`src/hw/rtl/periodic_neighbour_cell_ids_assert.svh`:
```
// Assertion macros shared by the periodic neighbour cell block.
// Each macro expects signals named clk and rst_n in the enclosing module.
`ifndef PERIODIC_NEIGHBOUR_CELL_IDS_ASSERT_SVH
`define PERIODIC_NEIGHBOUR_CELL_IDS_ASSERT_SVH

// A condition that holds at every clock edge out of reset.
`define PNCI_ASSERT_HOLDS(label, cond, msg) \
    label: assert property (@(posedge clk) disable iff (!rst_n) (cond)) \
        else $error(msg);

// A consequence that holds in the same cycle as its trigger.
`define PNCI_ASSERT_IMPLIES(label, ante, cons, msg) \
    label: assert property (@(posedge clk) disable iff (!rst_n) (ante) |-> (cons)) \
        else $error(msg);

// A consequence that holds in the cycle after its trigger.
`define PNCI_ASSERT_NEXT(label, ante, cons, msg) \
    label: assert property (@(posedge clk) disable iff (!rst_n) (ante) |=> (cons)) \
        else $error(msg);

`endif

```
`src/hw/rtl/pnci_pkg.sv`:
```
`timescale 1ns / 1ps

package pnci_pkg;

    localparam int CELL_W    = 24;
    localparam int CFG_W     = 9;
    localparam int POS_W     = 8;
    localparam int SLOT_W    = 5;
    localparam int DIV_STEPS = CELL_W / 2;
    localparam int STEP_W    = 4;

    localparam logic [CFG_W-1:0] CELLS_MIN = 9'd3;
    localparam logic [CFG_W-1:0] CELLS_MAX = 9'd256;

    // Offset codes of one neighbour digit.
    localparam logic [1:0] DIGIT_MINUS = 2'd0;
    localparam logic [1:0] DIGIT_ZERO  = 2'd1;
    localparam logic [1:0] DIGIT_PLUS  = 2'd2;

    typedef enum logic [1:0] {
        CFG_CELLS_A = 2'd0,
        CFG_CELLS_B = 2'd1,
        CFG_CELLS_C = 2'd2
    } cfg_index_t;

    typedef enum logic [1:0] {
        DEC_IDLE,
        DEC_DIV,
        DEC_HOLD
    } dec_state_t;

    typedef struct packed {
        logic [CFG_W-1:0] cells_a;
        logic [CFG_W-1:0] cells_b;
        logic [CFG_W-1:0] cells_c;
    } pnci_cfg_t;

    typedef struct packed {
        logic             valid;
        logic             err;
        logic [POS_W-1:0] pos0;
        logic [POS_W-1:0] pos1;
        logic [POS_W-1:0] pos2;
    } pnci_coord_t;

    typedef struct packed {
        logic              valid;
        logic [CELL_W-1:0] nbr_id;
        logic [SLOT_W-1:0] slot;
        logic              err;
        logic              last;
    } pnci_result_t;

    // Applies an offset code to one coordinate with periodic wrap.
    function automatic logic [POS_W-1:0] pnci_wrap(
        input logic [POS_W-1:0] pos,
        input logic [1:0]       dig,
        input logic [CFG_W-1:0] size
    );
        logic [CFG_W:0] sum;
        logic [CFG_W:0] np;
        sum = {2'b00, pos} + {8'b0, dig};
        if (sum == '0)
            np = {1'b0, size} - 10'd1;
        else
            np = sum - 10'd1;
        if (np >= {1'b0, size})
            np = np - {1'b0, size};
        return np[POS_W-1:0];
    endfunction

endpackage

```
`src/hw/rtl/pnci_decode.sv`:
```
`timescale 1ns / 1ps

module pnci_decode
    import pnci_pkg::*;
#(
    parameter int DIMENSIONS = 3
)
(
    input  logic              clk,
    input  logic              rst_n,
    input  pnci_cfg_t         cfg,
    input  logic              load,
    input  logic [CELL_W-1:0] home,
    output logic              ready,
    input  logic              take,
    output pnci_coord_t       coord
);

    localparam logic [1:0] FIRST_AXIS = 2'(DIMENSIONS - 1);

    dec_state_t        state_reg;
    dec_state_t        state_next;
    logic [CELL_W-1:0] quot_reg;
    logic [POS_W-1:0]  rem_reg;
    logic [STEP_W-1:0] step_reg;
    logic [1:0]        axis_reg;
    logic [POS_W-1:0]  pos0_reg;
    logic [POS_W-1:0]  pos1_reg;
    logic [POS_W-1:0]  pos2_reg;
    logic              err_reg;

    logic [CFG_W-1:0]  divisor;
    logic [CFG_W-1:0]  part_a;
    logic [CFG_W-1:0]  part_a_sub;
    logic [CFG_W-1:0]  part_b;
    logic [CFG_W-1:0]  part_b_sub;
    logic              bit_a;
    logic              bit_b;
    logic [POS_W-1:0]  rem_new;
    logic [CELL_W-1:0] quot_new;
    logic              step_done;

    // Two restoring quotient bits per cycle.
    always_comb
    begin
        divisor    = (axis_reg == 2'd2) ? cfg.cells_c : cfg.cells_b;
        part_a     = {rem_reg, quot_reg[CELL_W-1]};
        bit_a      = (part_a >= divisor);
        part_a_sub = bit_a ? (part_a - divisor) : part_a;
        part_b     = {part_a_sub[POS_W-1:0], quot_reg[CELL_W-2]};
        bit_b      = (part_b >= divisor);
        part_b_sub = bit_b ? (part_b - divisor) : part_b;
        rem_new    = part_b_sub[POS_W-1:0];
        quot_new   = {quot_reg[CELL_W-3:0], bit_a, bit_b};
        step_done  = (step_reg == STEP_W'(DIV_STEPS - 1));
    end

    always_ff @(posedge clk or negedge rst_n)
    begin
        if (!rst_n)
            state_reg <= DEC_IDLE;
        else
            state_reg <= state_next;
    end

    always_comb
    begin
        state_next = state_reg;
        unique case (state_reg)
            DEC_IDLE:
            begin
                if (load)
                    state_next = DEC_DIV;
            end
            DEC_DIV:
            begin
                if (step_done && axis_reg == 2'd1)
                    state_next = DEC_HOLD;
            end
            DEC_HOLD:
            begin
                if (take)
                    state_next = DEC_IDLE;
            end
            default:
            begin
                state_next = DEC_IDLE;
            end
        endcase
    end

    always_ff @(posedge clk)
    begin
        if (state_reg == DEC_IDLE && load)
        begin
            quot_reg <= home;
            rem_reg  <= '0;
            step_reg <= '0;
            axis_reg <= FIRST_AXIS;
            pos2_reg <= '0;
        end
        else if (state_reg == DEC_DIV)
        begin
            if (!step_done)
            begin
                quot_reg <= quot_new;
                rem_reg  <= rem_new;
                step_reg <= step_reg + 1'b1;
            end
            else if (axis_reg == 2'd2)
            begin
                pos2_reg <= rem_new;
                quot_reg <= quot_new;
                rem_reg  <= '0;
                step_reg <= '0;
                axis_reg <= 2'd1;
            end
            else
            begin
                pos1_reg <= rem_new;
                pos0_reg <= quot_new[POS_W-1:0];
                err_reg  <= (quot_new >= {15'b0, cfg.cells_a});
            end
        end
    end

    assign ready       = (state_reg == DEC_IDLE);
    assign coord.valid = (state_reg == DEC_HOLD);
    assign coord.err   = err_reg;
    assign coord.pos0  = pos0_reg;
    assign coord.pos1  = pos1_reg;
    assign coord.pos2  = pos2_reg;

endmodule

```
`src/hw/rtl/pnci_emit.sv`:
```
`timescale 1ns / 1ps

module pnci_emit
    import pnci_pkg::*;
#(
    parameter int DIMENSIONS = 3
)
(
    input  logic         clk,
    input  logic         rst_n,
    input  pnci_cfg_t    cfg,
    input  pnci_coord_t  coord,
    output logic         take,
    output pnci_result_t result
);

    localparam int                TOTAL     = 3 ** DIMENSIONS;
    localparam logic [SLOT_W-1:0] LAST_SLOT = SLOT_W'(TOTAL - 1);
    localparam logic [1:0]        DIG2_INIT = (DIMENSIONS == 3) ? DIGIT_MINUS : DIGIT_ZERO;

    // Sequencer that walks the neighbour offsets of one home cell.
    logic              act_reg;
    logic              err_item_reg;
    logic [1:0]        dig0_reg;
    logic [1:0]        dig1_reg;
    logic [1:0]        dig2_reg;
    logic [SLOT_W-1:0] slot_reg;
    logic [POS_W-1:0]  pos0_reg;
    logic [POS_W-1:0]  pos1_reg;
    logic [POS_W-1:0]  pos2_reg;
    logic              is_final;
    logic              carry1;
    logic              carry2;

    // Pipeline stages.
    logic              s1_valid_reg;
    logic              s1_err_reg;
    logic              s1_last_reg;
    logic [SLOT_W-1:0] s1_slot_reg;
    logic [POS_W-1:0]  s1_np0_reg;
    logic [POS_W-1:0]  s1_np1_reg;
    logic [POS_W-1:0]  s1_np2_reg;

    logic              s2_valid_reg;
    logic              s2_err_reg;
    logic              s2_last_reg;
    logic [SLOT_W-1:0] s2_slot_reg;
    logic [15:0]       s2_prod_reg;
    logic [POS_W-1:0]  s2_np1_reg;
    logic [POS_W-1:0]  s2_np2_reg;

    logic              s3_valid_reg;
    logic              s3_err_reg;
    logic              s3_last_reg;
    logic [SLOT_W-1:0] s3_slot_reg;
    logic [15:0]       s3_sum_reg;
    logic [POS_W-1:0]  s3_np2_reg;

    logic              s4_valid_reg;
    logic              s4_err_reg;
    logic              s4_last_reg;
    logic [SLOT_W-1:0] s4_slot_reg;
    logic [CELL_W-1:0] s4_prod_reg;
    logic [POS_W-1:0]  s4_np2_reg;

    logic              out_valid_reg;
    logic              out_err_reg;
    logic              out_last_reg;
    logic [SLOT_W-1:0] out_slot_reg;
    logic [CELL_W-1:0] out_cell_reg;

    logic [CFG_W-1:0]  scale;
    logic [16:0]       mul_ab;
    logic [24:0]       mul_c;

    always_comb
    begin
        is_final = err_item_reg || (slot_reg == LAST_SLOT);
        take     = coord.valid && (!act_reg || is_final);
        carry1   = (dig0_reg == DIGIT_PLUS);
        carry2   = carry1 && (dig1_reg == DIGIT_PLUS);
        scale    = (DIMENSIONS == 3) ? cfg.cells_c : 9'd1;
        mul_ab   = s1_np0_reg * cfg.cells_b;
        mul_c    = s3_sum_reg * scale;
    end

    always_ff @(posedge clk or negedge rst_n)
    begin
        if (!rst_n)
            act_reg <= 1'b0;
        else if (take)
            act_reg <= 1'b1;
        else if (is_final)
            act_reg <= 1'b0;
    end

    always_ff @(posedge clk)
    begin
        if (take)
        begin
            err_item_reg <= coord.err;
            pos0_reg     <= coord.pos0;
            pos1_reg     <= coord.pos1;
            pos2_reg     <= coord.pos2;
            dig0_reg     <= DIGIT_MINUS;
            dig1_reg     <= DIGIT_MINUS;
            dig2_reg     <= DIG2_INIT;
            slot_reg     <= '0;
        end
        else if (act_reg && !is_final)
        begin
            slot_reg <= slot_reg + 1'b1;
            dig0_reg <= carry1 ? DIGIT_MINUS : dig0_reg + 1'b1;
            if (carry1)
                dig1_reg <= carry2 ? DIGIT_MINUS : dig1_reg + 1'b1;
            if (carry2 && DIMENSIONS == 3)
                dig2_reg <= dig2_reg + 1'b1;
        end
    end

    always_ff @(posedge clk or negedge rst_n)
    begin
        if (!rst_n)
        begin
            s1_valid_reg  <= 1'b0;
            s2_valid_reg  <= 1'b0;
            s3_valid_reg  <= 1'b0;
            s4_valid_reg  <= 1'b0;
            out_valid_reg <= 1'b0;
        end
        else
        begin
            s1_valid_reg  <= act_reg;
            s2_valid_reg  <= s1_valid_reg;
            s3_valid_reg  <= s2_valid_reg;
            s4_valid_reg  <= s3_valid_reg;
            out_valid_reg <= s4_valid_reg;
        end
    end

    always_ff @(posedge clk)
    begin
        s1_err_reg  <= err_item_reg;
        s1_last_reg <= is_final;
        s1_slot_reg <= slot_reg;
        s1_np0_reg  <= pnci_wrap(pos0_reg, dig0_reg, cfg.cells_a);
        s1_np1_reg  <= pnci_wrap(pos1_reg, dig1_reg, cfg.cells_b);
        s1_np2_reg  <= pnci_wrap(pos2_reg, dig2_reg, cfg.cells_c);

        s2_err_reg  <= s1_err_reg;
        s2_last_reg <= s1_last_reg;
        s2_slot_reg <= s1_slot_reg;
        s2_prod_reg <= mul_ab[15:0];
        s2_np1_reg  <= s1_np1_reg;
        s2_np2_reg  <= s1_np2_reg;

        s3_err_reg  <= s2_err_reg;
        s3_last_reg <= s2_last_reg;
        s3_slot_reg <= s2_slot_reg;
        s3_sum_reg  <= s2_prod_reg + {8'b0, s2_np1_reg};
        s3_np2_reg  <= s2_np2_reg;

        s4_err_reg  <= s3_err_reg;
        s4_last_reg <= s3_last_reg;
        s4_slot_reg <= s3_slot_reg;
        s4_prod_reg <= mul_c[CELL_W-1:0];
        s4_np2_reg  <= s3_np2_reg;

        out_err_reg  <= s4_err_reg;
        out_last_reg <= s4_last_reg;
        out_slot_reg <= s4_slot_reg;
        out_cell_reg <= s4_err_reg ? '0 : (s4_prod_reg + {16'b0, s4_np2_reg});
    end

    assign result.valid  = out_valid_reg;
    assign result.nbr_id = out_cell_reg;
    assign result.slot   = out_slot_reg;
    assign result.err    = out_err_reg;
    assign result.last   = out_last_reg;

endmodule

```
`src/hw/rtl/periodic_neighbour_cell_ids.sv`:
```
// The first result follows start through the holding stage, the divider and the emitter pipeline.
// A new home cell can be taken while the last is still being divided or emitted; the rate is
// bounded by the 27 or 9 results on the single output port and the 2-bit-per-cycle divider.
// An out-of-range home cell yields a single error result after the division time.
// Reset (rst_n low, asynchronous) clears all valid flags and state machines and sets each axis to 3.
// Results are strobed for one cycle on result_valid; the receiver cannot stall them.
`timescale 1ns / 1ps

`include "periodic_neighbour_cell_ids_assert.svh"

module periodic_neighbour_cell_ids
    import pnci_pkg::*;
#(
    parameter int DIMENSIONS = 3
)
(
    input  logic              clk,
    input  logic              rst_n,
    input  logic              start,
    output logic              busy,
    input  logic [CELL_W-1:0] home_cell,
    input  logic              cfg_valid,
    output logic              cfg_ready,
    input  logic [1:0]        cfg_index,
    input  logic [CFG_W-1:0]  cfg_data,
    output logic              result_valid,
    output logic [CELL_W-1:0] nbr_id,
    output logic [SLOT_W-1:0] neighbour_slot,
    output logic              id_error,
    output logic              last
);

    localparam logic [SLOT_W-1:0] LAST_SLOT = SLOT_W'(3 ** DIMENSIONS - 1);

    // Configuration registers. Values outside 3..256 are clamped on write, so
    // the product of the three axes never exceeds the 24-bit cell number range.
    logic [CFG_W-1:0]  cells_a_reg;
    logic [CFG_W-1:0]  cells_b_reg;
    logic [CFG_W-1:0]  cells_c_reg;
    logic [CFG_W-1:0]  cfg_clamped;
    pnci_cfg_t         cfg;

    // A single input holding stage lets a new transaction be taken while the
    // divider is still working on, or handing over, the previous home cell.
    logic              pend_reg;
    logic [CELL_W-1:0] home_reg;

    logic              dec_ready;
    logic              dec_load;
    logic              take;
    pnci_coord_t       coord;
    pnci_result_t      result;

    // Terms used by the checks at the end of the module.
    logic              chk_err_form;
    logic              chk_tail;
    logic              chk_more;
    logic [SLOT_W-1:0] chk_slot_succ;
    logic              chk_cells;

    assign cfg_ready = 1'b1;

    always_comb
    begin
        if (cfg_data < CELLS_MIN)
            cfg_clamped = CELLS_MIN;
        else if (cfg_data > CELLS_MAX)
            cfg_clamped = CELLS_MAX;
        else
            cfg_clamped = cfg_data;
    end

    always_ff @(posedge clk or negedge rst_n)
    begin
        if (!rst_n)
        begin
            cells_a_reg <= CELLS_MIN;
            cells_b_reg <= CELLS_MIN;
            cells_c_reg <= CELLS_MIN;
        end
        else if (cfg_valid && cfg_ready)
        begin
            // A write to an index beyond the register list is dropped.
            unique case (cfg_index)
                CFG_CELLS_A: cells_a_reg <= cfg_clamped;
                CFG_CELLS_B: cells_b_reg <= cfg_clamped;
                CFG_CELLS_C: cells_c_reg <= cfg_clamped;
                default:     ;
            endcase
        end
    end

    assign cfg.cells_a = cells_a_reg;
    assign cfg.cells_b = cells_b_reg;
    assign cfg.cells_c = cells_c_reg;

    // The holding stage fills on an accepted transaction and empties as soon
    // as the divider is free to load it.
    assign busy     = pend_reg;
    assign dec_load = pend_reg && dec_ready;

    always_ff @(posedge clk or negedge rst_n)
    begin
        if (!rst_n)
            pend_reg <= 1'b0;
        else if (start && !busy)
            pend_reg <= 1'b1;
        else if (dec_load)
            pend_reg <= 1'b0;
    end

    always_ff @(posedge clk)
    begin
        if (start && !busy)
            home_reg <= home_cell;
    end

    // The decoder splits the cell number into per-axis coordinates by repeated
    // division, least significant axis first, and flags a number beyond the grid.
    pnci_decode #(
        .DIMENSIONS (DIMENSIONS)
    ) u_decode (
        .clk   (clk),
        .rst_n (rst_n),
        .cfg   (cfg),
        .load  (dec_load),
        .home  (home_reg),
        .ready (dec_ready),
        .take  (take),
        .coord (coord)
    );

    // The emitter walks the offsets, one neighbour per cycle, through a
    // five-stage wrap, multiply, add, multiply, add pipeline.
    pnci_emit #(
        .DIMENSIONS (DIMENSIONS)
    ) u_emit (
        .clk    (clk),
        .rst_n  (rst_n),
        .cfg    (cfg),
        .coord  (coord),
        .take   (take),
        .result (result)
    );

    assign result_valid   = result.valid;
    assign nbr_id         = result.nbr_id;
    assign neighbour_slot = result.slot;
    assign id_error       = result.err;
    assign last           = result.last;

    // An error result is a lone, zeroed transaction; a neighbour burst runs
    // without gaps and ends on the last slot.
    assign chk_err_form  = last && (nbr_id == '0) && (neighbour_slot == '0);
    assign chk_tail      = result_valid && last && !id_error;
    assign chk_more      = result_valid && !last;
    assign chk_slot_succ = neighbour_slot + 1'b1;
    assign chk_cells     = (cells_a_reg >= CELLS_MIN) && (cells_a_reg <= CELLS_MAX)
                        && (cells_b_reg >= CELLS_MIN) && (cells_b_reg <= CELLS_MAX)
                        && (cells_c_reg >= CELLS_MIN) && (cells_c_reg <= CELLS_MAX);

    `PNCI_ASSERT_IMPLIES(a_error_form, result_valid && id_error, chk_err_form, "bad error result")
    `PNCI_ASSERT_IMPLIES(a_last_slot, chk_tail, neighbour_slot == LAST_SLOT, "wrong final slot")
    `PNCI_ASSERT_NEXT(a_burst, chk_more, result_valid && neighbour_slot == $past(chk_slot_succ), "burst gap")
    `PNCI_ASSERT_HOLDS(a_cells_range, chk_cells, "axis size outside the clamped range")

endmodule

```
`config.mk`:
```
export PLATFORM = sky130hd
export DESIGN_NAME = periodic_neighbour_cell_ids
export DESIGN_NICKNAME = d
export VERILOG_FILES = /design/src/hw/rtl/pnci_pkg.sv /design/src/hw/rtl/pnci_decode.sv /design/src/hw/rtl/pnci_emit.sv /design/src/hw/rtl/periodic_neighbour_cell_ids.sv
export VERILOG_INCLUDE_DIRS = /design/src /design/src/hw/rtl
export SDC_FILE = /design/constraint.sdc
export NUM_CORES = 1
export LEC_CHECK = 0
export BUFFER_PORTS_ARGS = -buffer_cell sky130_fd_sc_hd__buf_2
export CORE_MARGIN = 2
export CORE_UTILIZATION = 55
export DETAILED_ROUTE_END_ITERATION = 6
export PLACE_DENSITY = 0.79
export SYNTH_ARGS = -nofsm -noshare
export SYNTH_HDL_FRONTEND = slang
export SYNTH_SLANG_ARGS = --single-unit
```
`constraint.sdc`:
```
create_clock -name clk -period 11.66 [get_ports clk]
set_input_delay 1.166 -clock clk [delete_from_list [all_inputs] [get_ports clk]]
set_output_delay 1.166 -clock clk [all_outputs]
set_load 0.01 [all_outputs]
```
== Yosys cells after proc, flatten, opt, wreduce, memory -nomap -nowiden ==
Cells that the tools add are included.

* Register bits after elaboration: 330
* Bits of input ports: 39
* Output and inout port bits: 34
* Word-level logic and storage cells: 161

* $add $sub $neg: 21
* Multipliers: 2
* Order comparisons: 8
* Eq/ne operators: 15
* Mux-type cells: 29
* Bitwise operators: 2
* Reduce and logical (&&, ||, !) cells: 30

{| class="wikitable"
|+ Operators by type and width
! operator !! number
|-
| $mux 24 || 4
|-
| $mux 8 || 7
|-
| $sub 8x8->8 || 5
|-
| $ge 10x9->1 || 3
|-
| $logic_not 10->1 || 3
|-
| $mux 10 || 3
|-
| $sub 10x1->10 const B || 3
|-
| $sub 9x1->10 const B || 3
|-
| $add 8x2->9 || 3
|-
| $mux 9 || 3
|-
| $add 24x8->24 || 1
|-
| $ge 24x9->1 || 1
|-
| $mul 16x9->24 || 1
|-
| $ge 9x9->1 || 2
|-
| $add 16x8->16 || 1
|-
| $mul 8x9->16 || 1
|-
| $reduce_and 2->1 || 7
|-
| $eq 2x2->1 const B || 5
|-
| $mux 2 || 5
|-
| $gt 9x9->1 const B || 1
|-
| $lt 9x2->1 const B || 1
|-
| $mux 4 || 2
|-
| $logic_and 1x1->1 || 7
|-
| $add 2x1->2 const B || 3
|-
| 17 further kinds || 32
|}

== Depth between registers and ports, before layout ==
* Word-level depth: 9
* Mapped depth: 32
* Mapped depth without buffers: 28

== Hierarchy ==
From an unflattened synthesis, not the netlist that was laid out.

* Cell total of the unflattened synthesis: 2107
* Area total of the unflattened synthesis: 21211.6 um^2

{| class="wikitable"
|+ By module, submodules not included
! module !! times used !! cells an instance !! area an instance (um^2) !! seq. area each (um^2)
|-
| pnci_emit || 1 || 1617 || 15479.8 || 4544.4
|-
| pnci_decode || 1 || 363 || 3902.5 || 1721.7
|-
| periodic_neighbour_cell_ids || 1 || 127 || 1829.3 || 1428.9
|}

== Least setup slack after synthesis ==
Ideal clock, no wire load.

* Path kind: register -> register
* Start point: register u_decode.axis_reg[1]
* End point: register u_decode.err_reg (data pin)
* Library setup time: 262 ps
* Arrival: 6038 ps
* Path slack: 5360 ps
* Cell stages (with the launch flop): 32
* Cells stage by stage: dfxtp_1 > nor2b_1 > buf_6 > clkbuf_1 > a21oi_1 > ha_1 > nor2b_1 > o21a_1 > o21ai_2 > o221a_4 > nor4_4 > or2_1 > buf_6 > mux2i_2 > ha_1 > nor2b_1 > o21ai_0 > a21o_1 > nand3_1 > nand4_1 > nand2_1 > inv_1 > clkbuf_1 > ha_1 > nand2b_1 > a21o_1 > a21o_1 > a21o_1 > a21o_1 > a21o_1 > a21oi_1 > o21ai_0

* Longest elaborated chain between the ends: 6
* Elaborated cells between the ends (all ways): 7

{| class="wikitable"
|+ Ends and longest elaborated chain
! element !! line !! source
|-
| from (decl) || pnci_decode.sv:26 || <nowiki>logic [1:0] axis_reg;</nowiki>
|-
| from (signal assigned) || pnci_decode.sv:99 || <nowiki>axis_reg <= FIRST_AXIS;</nowiki>
|-
| from (signal assigned) || pnci_decode.sv:116 || <nowiki>axis_reg <= 2'd1;</nowiki>
|-
| $eq 2x2->1 * || pnci_decode.sv:46 || <nowiki>divisor = (axis_reg == 2'd2) ? cfg.cells_c : cfg.cells_b;</nowiki>
|-
| $mux 9 * || pnci_decode.sv:46 ||
|-
| $ge 9x9->1 * || pnci_decode.sv:48 || <nowiki>bit_a = (part_a >= divisor);</nowiki>
|-
| via u_decode.bit_a || pnci_decode.sv:37 || <nowiki>logic bit_a;</nowiki>
|-
| $mux 8 || pnci_decode.sv:49 || <nowiki>part_a_sub = bit_a ? (part_a - divisor) : part_a;</nowiki>
|-
| $ge 9x9->1 || pnci_decode.sv:51 || <nowiki>bit_b = (part_b >= divisor);</nowiki>
|-
| $ge 24x9->1 * || pnci_decode.sv:122 || <nowiki>err_reg <= (quot_new >= {15'b0, cfg.cells_a});</nowiki>
|-
| to (signal assigned) || pnci_decode.sv:122 ||
|-
| to (decl) || pnci_decode.sv:30 || <nowiki>logic err_reg;</nowiki>
|}

Mark *: on every way through the listed nets, which the timed path passes. The rest lies on a longest branch.
A chain may end at the register's enable or synchronous reset.

== Final worst setup path ==
* Start point: register u_decode.axis_reg[1]
* End point: register u_decode.err_reg (data pin)

* Longest elaborated chain between the ends: 6
* Elaborated cells between the ends (all ways): 7

{| class="wikitable"
|+ Ends and longest elaborated chain
! element !! line
|-
| $eq 2x2->1 * || pnci_decode.sv:46
|-
| $mux 9 * || pnci_decode.sv:46
|-
| $sub 8x8->8 or $ge 9x9->1 (tied branches) || pnci_decode.sv:49, pnci_decode.sv:48
|-
| $mux 8 || pnci_decode.sv:49
|-
| $ge 9x9->1 || pnci_decode.sv:51
|-
| $ge 24x9->1 * || pnci_decode.sv:122
|}

Mark *: on every way between the ends. The rest lies on a longest branch, timed or not.

==> metrics.cfg <==
[outcome]
run_status = complete, no violations

[floorplanning]
io_pins = 73
core_mm2 = 0.0385
die_height_um = 201
dieArea_mm2 = 0.0404
start_util_pct = 55.5
rows = 72
dieWidth_um = 201

[finish]
regArea_mm2 = 0.00769
n_antenna_cell = 0
drive_gt1_share_pct = 9.41
multiInputGateArea_mm2 = 0.0124
synthToLayoutAreaGrowth_pct = 8.53
nets = 2563
fin_area_mm2 = 0.0232
n_fill_cell = 3178

[synthesis]
ys_async_sr_fraction_pct = 10.9
yosysTopAreaCell = dfxtp_1
synth-seq-cells = 330
ys.flop_type = dfxtp_1
avgSynthCellArea_um2 = 9.74
synth_area_leaders = dfxtp_1 19%, fa_1 14%, edfxtp_1 13%, ha_1 9.3%, nand2_1 5.1%
netlist_area_mm2 = 0.0214
synth_nets = 2539
synth-edff-count = 90
synth_top_area_share_pct = 19.1
synthCells = 2192
yosysMostFrequentCell = nand2_1
ys_warn_count = 0
yosys-top-cells-count = 289 x nand2_1, 226 x inv_1, 204 x dfxtp_1
ys_seq_area_share_pct = 36.0
ys_types = 98

[routing]
drtPass1Iterations = 5
vias = 15300
via_per_inst = 5.53
drt_iter0_markers = 960
wl_per_cell_um = 16.5
drt-total-wl_mm = 45.7
drc = 0
ant_nets = 0

[timing]
fmax_mhz = 135
hold_viol_final = 0
fin_crit_sh_pct = 63.7
finalClockSkew_ns = 0.0221
rsz0062_at_grt = no
slew_violations = 0
worstMarginPinSlew_ns = 1.09
min_period_ns = 7.43
setup_viol = 0
slew-limit-headroom_pct = 26.2
setup_tns_ns = 0

[power_and_ir_drop]
power_switching_mw = 2.89
p_seq_share_pct = 27.7
combinationalPowerShare_pct = 55.5
power.density_mw_per_mm2 = 288
power.internal_mw = 3.78
clkPwrFrac_pct = 16.8
p_sw_share_pct = 43.4
power.leakage_nw = 10.5
irDropWorstVdd_v = 0.000180

[cts]
cts.repair.resized = 0
path_clk_slew_ns = 0.07
cts_tree = built
clock-sinks = 330
cts_buffer_depth = 3
post-cts-setup-buffers = 0
cts.htree.levels = 2
clk_latency_ns = 0.57
cts_buffers = 35
holdBufCountCts = 0
cts_root_buf = clkbuf_16

[job]
cap_violations = 0

[place]
portBuffers = 71
gp_routability_congestion = 0.903
dp_hpwl_mm = 34.7
dpl_cell_area_mm2 = 0.0220

[global_route]
grt_pass1_vias = 15400
antenna_found_initial = 1
grt.overflow.total = 0
grtUsageTotal_pct = 22.8
grt_pass1_wl_mm = 75.0
grt_max_degree = 37

[critical_path]
critPathRequiredTime_ns = 11.98
arrival_ns = 7.75
cpMostUsedCell = a21o_1
crit_fanout = 18
critPathKind = reg -> reg
cpPeakStageDelay_ns = 0.53
end_kind = flip-flop
worst_path_max_delay_cell = inv_1
cp-start-kind = flip-flop

[worst_hold_path]
holdCritPathClass = reg -> reg

==> placed cells by master (no fill, tap or decap), types with 7 or more instances in the layout <==
cell type / instances
and2_1: 97
edfxtp_1: 90
or3_1: 11
nor2b_1: 30
and3_1: 20
o31ai_1: 9
a211oi_1: 7
mux2_1: 7
fa_1: 149
dfxtp_1: 204
inv_1: 226
mux2i_1: 11
o21ai_0: 88
a21oi_1: 92
mux2_2: 26
buf_2: 71
nand2_1: 289
nand3_1: 37
xor2_1: 41
nor4_1: 11
nor3b_1: 7
dfrtp_1: 30
xnor2_1: 74
ha_1: 159
o21a_1: 12
a31oi_1: 9
nand3b_1: 10
clkbuf_16: 35
nor3_1: 44
a21boi_0: 14
a21o_1: 26
nor2_1: 108
nand2b_1: 17
nand4_1: 18
==> cells by family (layout without fill, tap and decap cells) <==
family	after synthesis	count (layout)	share of synthesized area (%)
and+or+nand+nor	734	734	17.0
muxes	52	52	2.85
DFF	330	330	36.0
adders and majority gates	309	309	23.3
other	1	1	0.0176
xor gates and xnor gates	115	115	4.72
buffers and inverters	316	366	5.84
AOI/OAI and AO/OA	335	335	10.2
==> layer usage <==
layer | GRT usage [%] | vias to the layer above | part of all wire, %
li1 | - | 7370 | -
met1 | 29.1 | 7412 | 43
met2 | 39.9 | 408 | 50
met3 | 3.59 | 84 | 5.2
met4 | 6.93 | 0 | 2.3
met5 | 0 | - | 0
==> power by group through the flow <==
| stage | clock network (mW) | logic [mW] | registers (mW) |
|---|---|---|---|
| finish | 1.12 | 3.70 | 1.85 |
| global route | 1.19 | 4.17 | 1.88 |
| CTS | 1.15 | 3.69 | 1.84 |
| detailed placement | 0 | 3.65 | 1.86 |
| global placement | 0 | 3.56 | 1.85 |
| floorplan | 0 | 2.95 | 1.71 |
==> path summary, 6_finish.rpt <==
| check | from | cells after the start | slack (ns) | endpoint |
|---|---|---|---|---|
| worst max-delay path | u_decode.axis_reg[1]$_SDFFE_PP1P_ | 29 | 4.23 | u_decode.err_reg$_DFFE_PP_ |
| worst min-delay path | u_emit.s1_np2_reg[1]$_DFF_P_ | 0 | 0.32 | u_emit.s2_np2_reg[1]$_DFF_P_ |
| worst max register to register | u_decode.axis_reg[1]$_SDFFE_PP1P_ | 29 | 4.23 | u_decode.err_reg$_DFFE_PP_ |
| worst min register to register | u_emit.s1_np2_reg[1]$_DFF_P_ | 0 | 0.32 | u_emit.s2_np2_reg[1]$_DFF_P_ |
| max in group asynchronous | rst_n | 1 | 10.34 | cells_a_reg[4]$_DFFE_PN0P_ |
| min in group asynchronous | rst_n | 1 | 0.73 | u_emit.s4_valid_reg$_DFF_PN0_ |
==> area by class of cell <==
| class | count | share of cell area (%) |
|---|---|---|
| multi-input cells | 1546 | 53.6 |
| flip-flops and latches | 330 | 33.2 |
| clock buffers | 44 | 4.18 |
| inverters | 228 | 3.69 |
| well taps | 518 | 2.80 |
| repair buffers | 75 | 1.66 |
| clock inverters | 19 | 0.869 |
==> per-stage QoR <==
stage	util, %	cells	hold slack, ns	setup slack, ns	power, mW
after global placement	57.2	2697	0.310	4.45	5.41
after CTS	60.2	2760	0.319	4.24	6.68
after global routing	60.2	2760	0.323	3.60	7.24
after floorplan	-	2192	0.310	5.36	4.65
after detailed placement	57.2	2697	0.312	4.29	5.51
final	60.2	2760	0.319	4.23	6.67
==> critical path: cells and delay by family, from the launching register on <==
family	cells	cell delay, ns
AOI/OAI and AO/OA	13	2.47
adders and majority gates	3	0.88
buffers and inverters	2	0.79
DFF	1	0.36
muxes	1	0.40
and+or+nand+nor	10	2.27
No activity file was read; power rests on OpenSTA's default activity.
